File: src/rtl/core/spatial_hash_grid_builder_defines.svh
// Assertion macros for the spatial hash grid builder.
// Used by modules that assert; they expect clk and rst_n in scope.
`ifndef SPATIAL_HASH_GRID_BUILDER_DEFINES_SVH
`define SPATIAL_HASH_GRID_BUILDER_DEFINES_SVH

// ante implies cons in the same cycle
`define SHGB_ASSERT_IMPL(lbl, ante, cons, msg) \
    lbl: assert property (@(posedge clk) disable iff (!rst_n) (ante) |-> (cons)) \
        else $error(msg);

// ante implies cons in the next cycle
`define SHGB_ASSERT_NEXT(lbl, ante, cons, msg) \
    lbl: assert property (@(posedge clk) disable iff (!rst_n) (ante) |=> (cons)) \
        else $error(msg);

`endif

File: src/rtl/core/shgb_pkg.sv
// Shared types and constants of the spatial hash grid builder.
// No dependencies.
`default_nettype none

package shgb_pkg;

    localparam int MAX_PARTICLES = 4096;
    localparam int IDX_W         = 12;
    localparam int CNT_W         = 13;

    localparam logic [CNT_W-1:0] BKT_LAST = 13'd4096;

    localparam logic [31:0] HASH_A = 32'd73856093;
    localparam logic [31:0] HASH_B = 32'd19349663;

    localparam logic [1:0] STAT_OK    = 2'd0;
    localparam logic [1:0] STAT_LONG  = 2'd1;
    localparam logic [1:0] STAT_RANGE = 2'd2;
    localparam logic [1:0] STAT_SHORT = 2'd3;

    localparam logic CFG_PCOUNT = 1'b0;
    localparam logic CFG_INV    = 1'b1;

    typedef enum logic [1:0] {
        ACT_LOAD  = 2'd0,
        ACT_QUERY = 2'd1,
        ACT_READ  = 2'd2,
        ACT_NONE  = 2'd3
    } action_t;

    typedef enum logic [4:0] {
        OP_NOP,
        OP_CAPTURE,
        OP_MUL_X,
        OP_MUL_Y,
        OP_MUL_A,
        OP_MUL_B,
        OP_HASH,
        OP_STORE,
        OP_Q_RD0,
        OP_Q_RD1,
        OP_Q_FIN,
        OP_E_RD,
        OP_E_FIN,
        OP_CLR,
        OP_CNT_RD,
        OP_CNT_DIV,
        OP_CNT_BRD,
        OP_CNT_BWR,
        OP_PRE_RD,
        OP_PRE_WR,
        OP_SC_RD,
        OP_SC_BRD,
        OP_SC_WR,
        OP_BUILT,
        OP_OUT
    } op_t;

    typedef struct packed {
        logic    div_done;
        logic    load_full;
        logic    in_last;
        action_t in_act;
        logic    item_last;
        action_t item_act;
        logic    clr_last;
        logic    cnt_empty;
        logic    cnt_last;
        logic    pre_last;
        logic    out_busy;
    } stat_t;

endpackage

`default_nettype wire

File: src/rtl/core/shgb_ctrl.sv
// Controller state machine: sequences loads, queries, reads, table clear and rebuild.
// Depends on shgb_pkg.
`default_nettype none

module shgb_ctrl (
    input  logic             clk,
    input  logic             rst_n,
    input  logic             s_tvalid,
    output logic             s_tready,
    input  shgb_pkg::stat_t  stat,
    output shgb_pkg::op_t    op
);

    typedef enum logic [25:0] {
        ST_CLEAR   = 26'd1 << 0,
        ST_IDLE    = 26'd1 << 1,
        ST_MX      = 26'd1 << 2,
        ST_MY      = 26'd1 << 3,
        ST_MA      = 26'd1 << 4,
        ST_MB      = 26'd1 << 5,
        ST_HASH    = 26'd1 << 6,
        ST_DIV     = 26'd1 << 7,
        ST_STORE   = 26'd1 << 8,
        ST_QRD0    = 26'd1 << 9,
        ST_QRD1    = 26'd1 << 10,
        ST_QFIN    = 26'd1 << 11,
        ST_ERD     = 26'd1 << 12,
        ST_EFIN    = 26'd1 << 13,
        ST_CNT_RD  = 26'd1 << 14,
        ST_CNT_DIV = 26'd1 << 15,
        ST_CNT_WT  = 26'd1 << 16,
        ST_CNT_BRD = 26'd1 << 17,
        ST_CNT_BWR = 26'd1 << 18,
        ST_PRE_RD  = 26'd1 << 19,
        ST_PRE_WR  = 26'd1 << 20,
        ST_SC_RD   = 26'd1 << 21,
        ST_SC_BRD  = 26'd1 << 22,
        ST_SC_WR   = 26'd1 << 23,
        ST_FIN     = 26'd1 << 24,
        ST_OUT     = 26'd1 << 25
    } state_t;

    state_t state_reg, state_next;
    logic   rebuild_reg, rebuild_next;

    always_comb
    begin
        state_next   = state_reg;
        rebuild_next = rebuild_reg;
        op           = shgb_pkg::OP_NOP;
        s_tready     = 1'b0;
        unique case (state_reg)
            ST_CLEAR:
            begin
                op = shgb_pkg::OP_CLR;
                if (stat.clr_last)
                begin
                    rebuild_next = 1'b0;
                    if (!rebuild_reg)
                        state_next = ST_IDLE;
                    else if (stat.cnt_empty)
                        state_next = ST_PRE_RD;
                    else
                        state_next = ST_CNT_RD;
                end
            end
            ST_IDLE:
            begin
                s_tready = 1'b1;
                if (s_tvalid)
                begin
                    op = shgb_pkg::OP_CAPTURE;
                    unique case (stat.in_act)
                        shgb_pkg::ACT_LOAD:
                        begin
                            if (!stat.load_full)
                                state_next = ST_MX;
                            else if (stat.in_last)
                            begin
                                state_next   = ST_CLEAR;
                                rebuild_next = 1'b1;
                            end
                            else
                                state_next = ST_OUT;
                        end
                        shgb_pkg::ACT_QUERY: state_next = ST_MA;
                        shgb_pkg::ACT_READ:  state_next = ST_ERD;
                        default:             state_next = ST_OUT;
                    endcase
                end
            end
            ST_MX:
            begin
                op         = shgb_pkg::OP_MUL_X;
                state_next = ST_MY;
            end
            ST_MY:
            begin
                op         = shgb_pkg::OP_MUL_Y;
                state_next = ST_MA;
            end
            ST_MA:
            begin
                op         = shgb_pkg::OP_MUL_A;
                state_next = ST_MB;
            end
            ST_MB:
            begin
                op         = shgb_pkg::OP_MUL_B;
                state_next = ST_HASH;
            end
            ST_HASH:
            begin
                op         = shgb_pkg::OP_HASH;
                state_next = ST_DIV;
            end
            ST_DIV:
            begin
                if (stat.div_done)
                    state_next = (stat.item_act == shgb_pkg::ACT_LOAD) ? ST_STORE : ST_QRD0;
            end
            ST_STORE:
            begin
                op = shgb_pkg::OP_STORE;
                if (stat.item_last)
                begin
                    state_next   = ST_CLEAR;
                    rebuild_next = 1'b1;
                end
                else
                    state_next = ST_OUT;
            end
            ST_QRD0:
            begin
                op         = shgb_pkg::OP_Q_RD0;
                state_next = ST_QRD1;
            end
            ST_QRD1:
            begin
                op         = shgb_pkg::OP_Q_RD1;
                state_next = ST_QFIN;
            end
            ST_QFIN:
            begin
                op         = shgb_pkg::OP_Q_FIN;
                state_next = ST_OUT;
            end
            ST_ERD:
            begin
                op         = shgb_pkg::OP_E_RD;
                state_next = ST_EFIN;
            end
            ST_EFIN:
            begin
                op         = shgb_pkg::OP_E_FIN;
                state_next = ST_OUT;
            end
            ST_CNT_RD:
            begin
                op         = shgb_pkg::OP_CNT_RD;
                state_next = ST_CNT_DIV;
            end
            ST_CNT_DIV:
            begin
                op         = shgb_pkg::OP_CNT_DIV;
                state_next = ST_CNT_WT;
            end
            ST_CNT_WT:
            begin
                if (stat.div_done)
                    state_next = ST_CNT_BRD;
            end
            ST_CNT_BRD:
            begin
                op         = shgb_pkg::OP_CNT_BRD;
                state_next = ST_CNT_BWR;
            end
            ST_CNT_BWR:
            begin
                op         = shgb_pkg::OP_CNT_BWR;
                state_next = stat.cnt_last ? ST_PRE_RD : ST_CNT_RD;
            end
            ST_PRE_RD:
            begin
                op         = shgb_pkg::OP_PRE_RD;
                state_next = ST_PRE_WR;
            end
            ST_PRE_WR:
            begin
                op = shgb_pkg::OP_PRE_WR;
                if (stat.pre_last)
                    state_next = stat.cnt_empty ? ST_FIN : ST_SC_RD;
                else
                    state_next = ST_PRE_RD;
            end
            ST_SC_RD:
            begin
                op         = shgb_pkg::OP_SC_RD;
                state_next = ST_SC_BRD;
            end
            ST_SC_BRD:
            begin
                op         = shgb_pkg::OP_SC_BRD;
                state_next = ST_SC_WR;
            end
            ST_SC_WR:
            begin
                op         = shgb_pkg::OP_SC_WR;
                state_next = stat.cnt_last ? ST_FIN : ST_SC_RD;
            end
            ST_FIN:
            begin
                op         = shgb_pkg::OP_BUILT;
                state_next = ST_OUT;
            end
            ST_OUT:
            begin
                if (!stat.out_busy)
                begin
                    op         = shgb_pkg::OP_OUT;
                    state_next = ST_IDLE;
                end
            end
            default:
            begin
                state_next = ST_IDLE;
            end
        endcase
    end

    always_ff @(posedge clk or negedge rst_n)
    begin
        if (!rst_n)
        begin
            state_reg   <= ST_CLEAR;
            rebuild_reg <= 1'b0;
        end
        else
        begin
            state_reg   <= state_next;
            rebuild_reg <= rebuild_next;
        end
    end

endmodule

`default_nettype wire

File: config.mk
export PLATFORM = sky130hd
export DESIGN_NAME = shgb_ctrl
export DESIGN_NICKNAME = d
export VERILOG_FILES = /design/src/rtl/core/spatial_hash_grid_builder_defines.svh /design/src/rtl/core/shgb_pkg.sv /design/src/rtl/core/shgb_ctrl.sv
export SDC_FILE = /design/constraint.sdc
export NUM_CORES = 1
export LEC_CHECK = 0
export BUFFER_PORTS_ARGS = -buffer_cell sky130_fd_sc_hd__buf_2
export CAP_MARGIN = 30
export CORE_ASPECT_RATIO = 0.5
export CORE_MARGIN = 10
export CORE_UTILIZATION = 50
export CTS_CLUSTER_DIAMETER = 80
export DETAILED_ROUTE_END_ITERATION = 8
export PLACE_DENSITY = 0.7
export SYNTH_ARGS = -nofsm -noshare
export SYNTH_HDL_FRONTEND = slang
export SYNTH_SLANG_ARGS = --single-unit
File: constraint.sdc
create_clock -name clk -period 2.75 [get_ports clk]
set_input_delay 0.55 -clock clk [delete_from_list [all_inputs] [get_ports clk]]
set_output_delay 0.55 -clock clk [all_outputs]
set_load 0.01 [all_outputs]
==> results of run 1 <==
-- cells in the mapped netlist, types with 2 or more instances --
cell type | number | area share, %
dfrtp_1 | 26 | 35
o21ai_0 | 5 | 1.4
or3_4 | 2 | 1.2
or2_1 | 3 | 1.0
buf_2 | 3 | 0.82
nor3_1 | 23 | 6.3
nand4b_1 | 4 | 1.9
nor2_2 | 2 | 0.68
nor3b_1 | 3 | 1.2
inv_1 | 8 | 1.6
nor4b_1 | 2 | 0.95
nor4_4 | 5 | 5.8
nor4_1 | 10 | 3.4
nand4_1 | 7 | 2.4
nand3b_1 | 6 | 2.5
nor2_1 | 27 | 5.5
nand3_1 | 5 | 1.4
or3_1 | 4 | 1.4
a31oi_1 | 2 | 0.68
o31ai_1 | 2 | 0.82
nand2_1 | 16 | 3.3
xnor2_1 | 5 | 2.4
and3_1 | 2 | 0.68
a21oi_1 | 6 | 1.6
-- worst register-to-register path: cells and delay by family (launching register included) --
family / cells / cell delay (ns)
DFF: 1 / 0.44
and+or+nand+nor: 6 / 1.59
buffers and inverters: 2 / 0.39
AOI/OAI and AO/OA: 1 / 0.07
-- cell type report --
type | count | area (sq um) | share of cell area [%]
flip-flops and latches | 27 | 682 | 25.3
well taps | 51 | 63.8 | 2.37
repair buffers | 80 | 569 | 21.1
clock buffers | 4 | 45.0 | 1.67
multi-input cells | 165 | 1300 | 48.1
inverters | 9 | 38.8 | 1.44
-- cells by family (layout without fill, tap and decap cells) --
logic type	Yosys count	count (layout)	synth area share (%)
AO/OA/AOI/OAI	27	27	10.5
multiplexers	1	1	0.545
buffers and inverters	13	93	4.02
XOR/XNOR	6	6	2.86
AND/OR/NAND/NOR	131	131	45.2
flip-flops	27	27	36.9
-- path summary, 6_finish.rpt --
| check | to | depth (start not counted) | slack, ns | startpoint |
|---|---|---|---|---|
| worst max-delay path | op[1] | 9 | -0.17 | state_reg[19]$_DFFE_PN0P_ |
| worst min-delay path | state_reg[7]$_DFFE_PN0P_ | 1 | 0.27 | rst_n |
| worst max register to register | state_reg[25]$_DFFE_PN0P_ | 9 | 0.15 | state_reg[12]$_DFFE_PN0P_ |
| worst min register to register | state_reg[5]$_DFFE_PN0P_ | 1 | 0.57 | state_reg[6]$_DFFE_PN0P_ |
| max in group asynchronous | state_reg[10]$_DFFE_PN0P_ | 1 | 2.03 | rst_n |
| min in group clk | state_reg[8]$_DFFE_PN0P_ | 2 | 0.42 | stat[6] |
-- through the flow --
stage                     utilization (%)     TNS, ns
after floorplan                         -           0
after global placement               63.5  -0.0000668
after detailed placement             63.5     -0.0407
after CTS                            70.8      -0.528
after global routing                 77.3       -1.01
final                                77.3      -0.663
-- repair_timing --
action | 4_1_cts | 5_1_grt
hold buffers | 0 | 0
pin swaps | 10 | 14
endpoints found under the setup margin | 5 | 5
resized for setup | 19 | 29
endpoints found under the hold margin | 0 | 0
setup buffers | 15 | 11
-- power breakdown --
part	leakage, nW	internal (mW)	total, mW	switching, mW
clock	0.0228	0.104	0.240	0.136
combinational	0.860	0.755	1.62	0.864
sequential	0.359	0.442	0.497	0.0556
-- per-layer routing --
metal	wire length (microns)	up-vias	GRT usage (%)
met3	674	17	4.42
li1	-	933	-
met1	2900	986	25.6
met5	0	-	0
met4	124	0	4.70
met2	2800	119	26.1
==> results.md, run 1 <==
* Fill cells at 249
* Status: finished, violations left
* Ys Warns at 0
* Critical Path Start Type: flop
* Antenna violations before repair at 0
* Post-synth EDFFs at 0
* Most common cell after layout, fill and taps aside: buf_4
* First-pass GRT wire length at 9.82 mm
* Leakage Power at 1.24 nW
* FP Rows at 15
* Crit path max-delay family: simple AND/OR/NAND/NOR gates
* RSZ-0062 raised after global routing: yes
* Dpl ws at -0.0407 ns
* DP Area at 2220 sq um
* Clock Skews at 0.00488 ns
* Post-Route WL at 6.50 mm
* Hold_ws at 0.271 ns
* H-Tree Depth at 1
* Routed vias/inst at 6.12
* Clk root buf: clkbuf_8
* Syn nets at 221
* Sink Count at 27
* Total power at 2.36 mW
* Mean post-synth cell area at 8.96 sq um
* Max-Cap Viols at 0
* Initial Util at 52.6%
* Synth Cell Area at 1840 sq um
* Drt wl/cell at 19.3 microns
* I/O pin count at 22
* Gp weighted congestion at 0.996
* CP Class: reg -> out
* Final hold vios at 0
* Final HPWL DP at 4.48 mm
* Most frequent cells in the layout: buf_4, nor2_1, dfrtp_1
* Setup-failing EPs final at 5
* Max reg flops at 26
* Synth Flop Type: dfrtp_1
* Hold Path Class: in -> async
* Worst path slowest cell: dfrtp_1
* Worst Setup Slack, final at -0.173 ns
* Chip Height at 62.9 microns
* Post-route minimum period at 2.92 ns
* CTS Buffer Depth at 2
* Clk_lat worst skew at 0.28 ns
* Vias in the first global route at 1920
* DRC viols at 0
* Placed Cells at 306
* Worst-path cell chain: nor4_4, buf_4, nand3_4, nor3_4, and3_4, a21oi_1, nand4b_1, o21bai_4, buf_6
* Cell Count, Final, Fillers Out at 336
* Worst EP required at 2.20 ns
* Failing checks: setup timing
* Critical path fanouts, max at 5
* Rel. slew slack at 57.6%
* Cell count after synthesis at 205
* Tot GR Track Use at 18.0%
* Pwr dens at 874 nW/um^2
* Diodes inserted at 0
* Seq/Total Area, Yosys at 36.9%
* Final period util at 106%
* Clock Pin Slew Worst Setup and Hold Paths at 0.10 ns
* Synth cell types at 51
* Data arrival, critical path at 2.37 ns
* Crit-path max cell delay at 0.43 ns
* Crit end category: output port
* Layout cell share with drive strength beyond 1 at 47.7%
* First drt pass iteration count at 5
* Die W at 106 microns
* Final #Nets at 302
* F_max at 342 MHz
* VDD IR-drop max at 583 uV
* Crit path buffers/inverters at 2
* IO Port Bufs at 21
* Post-DRT Antenna Nets at 0
* Area growth, synth to finish at 46.9%
* Vias post-DR at 2055
* TritonCTS clock tree: built
* Grt total ovfl at 0
* Slew of the pin with the lowest slew margin at 0.636 ns
* Core ar. at 3490 sq um
* Largest net degree at the start of global routing at 28
* Post-synth ARST share at 100%
* Final instance area at 2700 sq um
* Number of CTS-inserted buffers at 3
* Die Area at 6640 sq um
* Initial drt markers at 267
* Max Slew Vio Count at 0
* Flops & latches, synth at 27
(Power assumes the default switching activity.)
==> run 2: changes to the inputs <==
GPL_TIMING_DRIVEN = 0   (was unset)
clock period = 3.6 ns   (was 2.75 ns; I/O delays follow)
==> run 2 against run 1 <==
  * The run now ends clean
  * Sequential share of layout area is 7.6 points higher
  * Largest cell class unchanged
  * Critical path type unchanged
  * Utilization down 18 points
  * Clock power down 24%
  * Sequential cell count is the same
  * First-iteration DRC count decreased by 22%
  * Worst setup slack better by 0.31 ns
  * Non-clock buffer count fell by 55
==> results.md, run 2 (synthesized netlist as in run 1, its figures left out) <==
* Crit path max-delay family: simple AND/OR/NAND/NOR gates
* Post-DRT Antenna Nets at 0 (unchanged)
* TritonCTS clock tree: built
* Most common cell after layout, fill and taps aside: nor2_1
* Layout cell share with drive strength beyond 1 at 21.3% (-26 points)
* Slew of the pin with the lowest slew margin at 0.676 ns (+0.0399 ns)
* Die W at 106 microns (unchanged)
* Area growth, synth to finish at 11.9%
* Final hold vios at 0 (unchanged)
* Vias post-DR at 1727 (-16%)
* Tot GR Track Use at 15.3% (-2.7 points)
* Worst path depth at 8 (-1)
* Crit path buffers/inverters at 1 (-1)
* Drt wl/cell at 18.4 microns (-5.1%)
* Core ar. at 3490 sq um (unchanged)
* Clk root buf: clkbuf_8
* Die Area at 6640 sq um (unchanged)
* Total power at 1.35 mW (-43%)
* Max reg flops at 26 (unchanged)
* Diodes inserted at 0 (unchanged)
* Max Slew Vio Count at 0 (unchanged)
* RSZ-0062 raised after global routing: no
* Setup-failing EPs final at 0 (-5)
* Final instance area at 2060 sq um (-24%)
* Vias in the first global route at 1606 (-16%)
* Final #Nets at 247 (-18%)
* Most frequent cells in the layout: nor2_1, dfrtp_1, buf_2
* FP Rows at 15 (unchanged)
* Worst R2R Path Depth at 7 (-2)
* Chip Height at 62.9 microns (unchanged)
* Pwr dens at 656 nW/um^2 (-25%)
* Post-Route WL at 5.16 mm (-21%)
* Critical path fanouts, max at 8 (+3)
* First-pass GRT wire length at 8.41 mm (-14%)
* Clock Skews at 0.00163 ns (-0.00325 ns)
* TNS Setup at 0 ns (+0.663 ns)
* Routed vias/inst at 6.15 (+0.49%)
* Largest net degree at the start of global routing at 28 (unchanged)
* F_max at 289 MHz
* Worst path slowest cell: nor4_4
* H-Tree Depth at 1 (unchanged)
* I/O pin count at 22 (unchanged)
* First drt pass iteration count at 5 (unchanged)
* Number of CTS-inserted buffers at 3 (unchanged)
* Crit end category: output port
* Clock Pin Slew Worst Setup and Hold Paths at 0.10 ns (about the same)
* Antenna violations before repair at 0 (unchanged)
* Crit-path max cell delay at 0.62 ns (+0.19 ns)
* Worst-path cell chain: nor4_4, nand2_1, or3_1, or2_1, nor2_2, nor4_1, nand4_1, buf_2
* Sink Count at 27 (unchanged)
* Final period util at 96.2%
* Data arrival, critical path at 2.74 ns (+0.37 ns)
* Rel. slew slack at 54.6% (-3.0 points)
* Critical Path Start Type: flop
* VDD IR-drop max at 344 uV (-41%)
* CP Class: reg -> out
* Post-route minimum period at 3.46 ns
* Clk_lat worst skew at 0.28 ns (about the same)
* Leakage Power at 0.931 nW (-25%)
* Initial drt markers at 208 (-22%)
* Worst EP required at 2.88 ns (+0.68 ns)
* Hold Path Class: in -> async
* DRC viols at 0 (unchanged)
* Initial Util at 52.6% (unchanged)
* CTS Buffer Depth at 2 (unchanged)
* IO Port Bufs at 21 (unchanged)
* Grt total ovfl at 0 (unchanged)
* Gp weighted congestion at 0.972 (-2.3%)
* DP Area at 2010 sq um (-9.6%)
* Status: finished, final reports clean
* Max-Cap Viols at 0 (unchanged)
* Final HPWL DP at 4.10 mm (-8.4%)
## run 2: routing by layer
metal | share of wire, % | up-vias | GRT usage, %
met3 | 11 | 6 | 5.45
met1 | 48 | 801 | 22.2
met2 | 40 | 95 | 20.6
met4 | 1.3 | 0 | 3.36
li1 | - | 825 | -
met5 | 0 | - | 0
## run 2: through the flow
stage / hold WS, ns / setup slack (ns) / std cells / util [%]
after floorplan: 0.424 / 0.887 / 205 / -
after global routing: 0.491 / 0.0451 / 281 / 58.9
after detailed placement: 0.559 / 0.461 / 277 / 57.5
after global placement: 0.552 / 0.466 / 277 / 57.5
final: 0.441 / 0.136 / 281 / 58.9
after CTS: 0.464 / 0.141 / 281 / 58.7
## run 2: power by group
part	switching, mW	internal [mW]
Clock	0.103	0.0796
Combinational	0.460	0.313
Sequential	0.0544	0.337
Total	0.618	0.730
## run 2: worst register-to-register path, cell delays in order, from the launching register on
cell and delay (ns):
dfrtp_1 0.46, nor4_4 0.62, nand4_1 0.21, nor3_1 0.56
a2111oi_1 0.19, and3_4 0.24, a311oi_2 0.32, a21oi_2 0.04
## run 2: layout make-up
| cell class | count | area (sq um) |
|---|---|---|
| clock buffer | 4 | 45.0 |
| timing repair buffer | 21 | 105 |
| buffer | 4 | 35.0 |
| tap | 51 | 63.8 |
| fill | 331 | 1440 |
| inverter | 9 | 38.8 |
| sequential | 27 | 677 |
| multi-input combinational | 165 | 1090 |
## run 2: path summary, 6_finish.rpt
kind | start | end | slack (ns)
min in group clk | rebuild_reg$_DFFE_PN0P_ | state_reg[19]$_DFFE_PN0P_ | 0.58
min | rst_n | state_reg[22]$_DFFE_PN0P_ | 0.44
max in group asynchronous | rst_n | state_reg[1]$_DFFE_PN0P_ | 2.76
max reg2reg | state_reg[14]$_DFFE_PN0P_ | state_reg[1]$_DFFE_PN0P_ | 0.84
min reg2reg | rebuild_reg$_DFFE_PN0P_ | state_reg[19]$_DFFE_PN0P_ | 0.58
max | state_reg[14]$_DFFE_PN0P_ | op[0] | 0.14
## run 2: what timing repair did
action,CTS,global route
endpoints found under the setup margin,0,1
endpoints found under the hold margin,0,0
resized for setup,0,1
hold buffers,0,0
setup buffers,0,0
==> run 3: changes to the inputs <==
CORE_UTILIZATION = 35   (was 50)
PLACE_DENSITY = unset   (was 0.7)
==> run 3 against run 2 <==
  * Die area rose by 31%
  * Power rose by 2.0%
  * Worst setup slack improved by 0.024 ns
  * Combinational power rose by 3.2%
  * Cell count rose by 7.5%
  * Clock skew rose by 0.0014 ns
  * Maximum frequency rose by 0.70%
  * Wire length rose by 2.2%
  * Register-to-register slack improved by 0.06 ns
  * Sequential power rose by 1%
  * Worst hold slack improved by 0.0029 ns
  * Largest power group unchanged
  * Sequential share of layout area fell by 0.53 points
==> results.md, run 3 (synthesized netlist as in run 1, its figures left out) <==
* Crit end category: output port
* Reg-to-reg critical path endpoint: state_reg[1]$_DFFE_PN0P_
* I/O pin count at 22 (unchanged)
* RSZ-0062 raised after global routing: no
* Utilization after layout at 41.8% (-17 points)
* Tot GR Track Use at 11.8% (-3.5 points)
* Most frequent cells in the layout: nor2_1, dfrtp_1, buf_2
* Area growth, synth to finish at 13.8%
* F_max at 291 MHz (+0.70%)
* Fill cells at 515 (+56%)
* Total power at 1.37 mW (+2.0%)
* Data arrival, critical path at 2.72 ns (-0.02 ns)
* Die W at 122 microns (+16%)
* VDD IR-drop max at 273 uV (-21%)
* FP Rows at 18 (+3)
* First-pass GRT wire length at 8.31 mm (-1.2%)
* Max Slew Vio Count at 0 (unchanged)
* IO Port Bufs at 21 (unchanged)
* Worst EP required at 2.88 ns (about the same)
* Rel. slew slack at 57.3% (+2.7 points)
* Grt total ovfl at 0 (unchanged)
* Reg power frac at 28.8% (-0.2 points)
* Initial Util at 36.7% (-16 points)
* Reg2Reg Setup Slack at 0.90 ns (+0.06 ns)
* Dpl ws at 0.401 ns (-0.0600 ns)
* Combinational fraction of design power at 58.1% (+0.7 points)
* Routed vias/inst at 5.98 (-2.6%)
* Max reg flops at 26 (unchanged)
* Drt wl/cell at 17.5 microns (-4.9%)
* TritonCTS clock tree: built
* RR Startpoint: state_reg[21]$_DFFE_PN0P_
* Die Area at 8720 sq um (+31%)
* Critical Path Start Type: flop
* CTS Hold Buffers Added at 0 (unchanged)
* P_sw at 0.632 mW (+2.3%)
* Chip Height at 71.2 microns (+13%)
* Clk_lat worst skew at 0.28 ns (about the same)
* Most common cell after layout, fill and taps aside: nor2_1
* Final period util at 95.6% (-0.67 points)
* Diodes inserted at 0 (unchanged)
* CP Class: reg -> out
* H-Tree Depth at 1 (unchanged)
* Final hold vios at 0 (unchanged)
* Status: finished, final reports clean
* Post-DRT Antenna Nets at 0 (unchanged)
* Core ar. at 5000 sq um (+43%)
* Vias in the first global route at 1630 (+1.5%)
* Sink Count at 27 (unchanged)
* TNS Setup at 0 ns (unchanged)
* Gp weighted congestion at 0.979 (+0.69%)
* Layout cell share with drive strength beyond 1 at 21.6% (+0.25 points)
* DRC viols at 0 (unchanged)
* Post-route minimum period at 3.44 ns (-0.0241 ns)
* Number of CTS-inserted buffers at 3 (unchanged)
* Cell Count, Final, Fillers Out at 302 (+7.5%)
* Slew of the pin with the lowest slew margin at 0.641 ns (-0.0357 ns)
* Antenna violations before repair at 0 (unchanged)
* Final HPWL DP at 4.20 mm (+2.2%)
* Switching Fraction at 46.0% (+0.16 points)
* Hold_ws at 0.444 ns (+0.00285 ns)
* Pwr dens at 658 nW/um^2 (+0.30%)
* Cell Int Power at 0.742 mW (+1.7%)
* Max-Cap Viols at 0 (unchanged)
* Initial drt markers at 139 (-33%)
* Worst R2R Path Depth at 8 (+1)
* Vias post-DR at 1807 (+4.6%)
* First drt pass iteration count at 4 (-1)
* Setup-failing EPs final at 0 (unchanged)
* CTS Buffer Depth at 2 (unchanged)
* Leakage Power at 0.939 nW (+0.80%)
* DP Area at 2030 sq um (+1.2%)
* Critical path fanouts, max at 10 (+2)
* Power share of the clock group at 13.1% (-0.5 points)
* Placed Cells at 296 (+6.9%)
* Clock Skews at 0.00306 ns (+0.00144 ns)
* Final #Nets at 249 (+0.81%)
* Clock Pin Slew Worst Setup and Hold Paths at 0.09 ns (about the same)
* Final instance area at 2090 sq um (+1.6%)
* Hold Path Class: in -> async
* Clk root buf: clkbuf_8
* Post-Route WL at 5.27 mm (+2.2%)
* Worst Setup Slack, final at 0.160 ns (+0.0241 ns)
* Largest net degree at the start of global routing at 28 (unchanged)
## run 3: cell types whose count changed in the layout (fill, tap and decap cells not counted)
cell	change
nor3_1	+1
nor3_2	-1
buf_4	+2
## run 3: worst max-delay path: stages (launching register included)
cell and delay, ns:
dfrtp_1 0.45, nor3_1 0.36, nand2_1 0.22, buf_2 0.24, or3_1 0.41, or2_1 0.28, nor2_2 0.15, nor4_1 0.06
nand4_1 0.13, buf_2 0.14
## run 3: layout make-up
type / count / area [sq um] / area share (%)
Buffer: 4 / 35.0 / 1.68
Clock buffer: 4 / 45.0 / 2.16
Inverter: 9 / 38.8 / 1.86
Multi-Input combinational cell: 165 / 1090 / 52.0
Sequential cell: 27 / 677 / 32.4
Tap cell: 70 / 87.6 / 4.19
Timing Repair Buffer: 23 / 120 / 5.75
## run 3: what timing repair did
action	4_1_cts	5_1_grt
setup buffers	0	2
resized for setup	0	0
endpoints found under the setup margin	0	2
## run 3: power by group through the flow
stage | combinational [mW] | clock [mW] | sequential [mW]
floorplan | 0.580 | 0 | 0.386
global placement | 0.772 | 0 | 0.397
detailed placement | 0.774 | 0 | 0.400
CTS | 0.781 | 0.185 | 0.393
global route | 0.866 | 0.193 | 0.400
finish | 0.798 | 0.180 | 0.395
## run 3: how the worst max path moves through the flow
| stage | start | slack, ns | end |
|---|---|---|---|
| final | state_reg[21]$_DFFE_PN0P_ | 0.16 | op[0] |
| after global routing | state_reg[1]$_DFFE_PN0P_ | 0.03 | op[0] |
| after CTS | state_reg[12]$_DFFE_PN0P_ | 0.08 | op[0] |
| after detailed placement | state_reg[12]$_DFFE_PN0P_ | 0.40 | op[0] |
| after global placement | state_reg[12]$_DFFE_PN0P_ | 0.45 | op[0] |
| after floorplan | state_reg[12]$_DFFE_PN0P_ | 0.89 | op[0] |
## run 3: per-layer routing
layer	GRT usage (%)	vias up	part of all wire, %
met2	17.7	86	43
met5	0	-	0
li1	-	828	-
met4	2.60	0	0.91
met1	16.7	886	47
met3	2.66	7	8.9
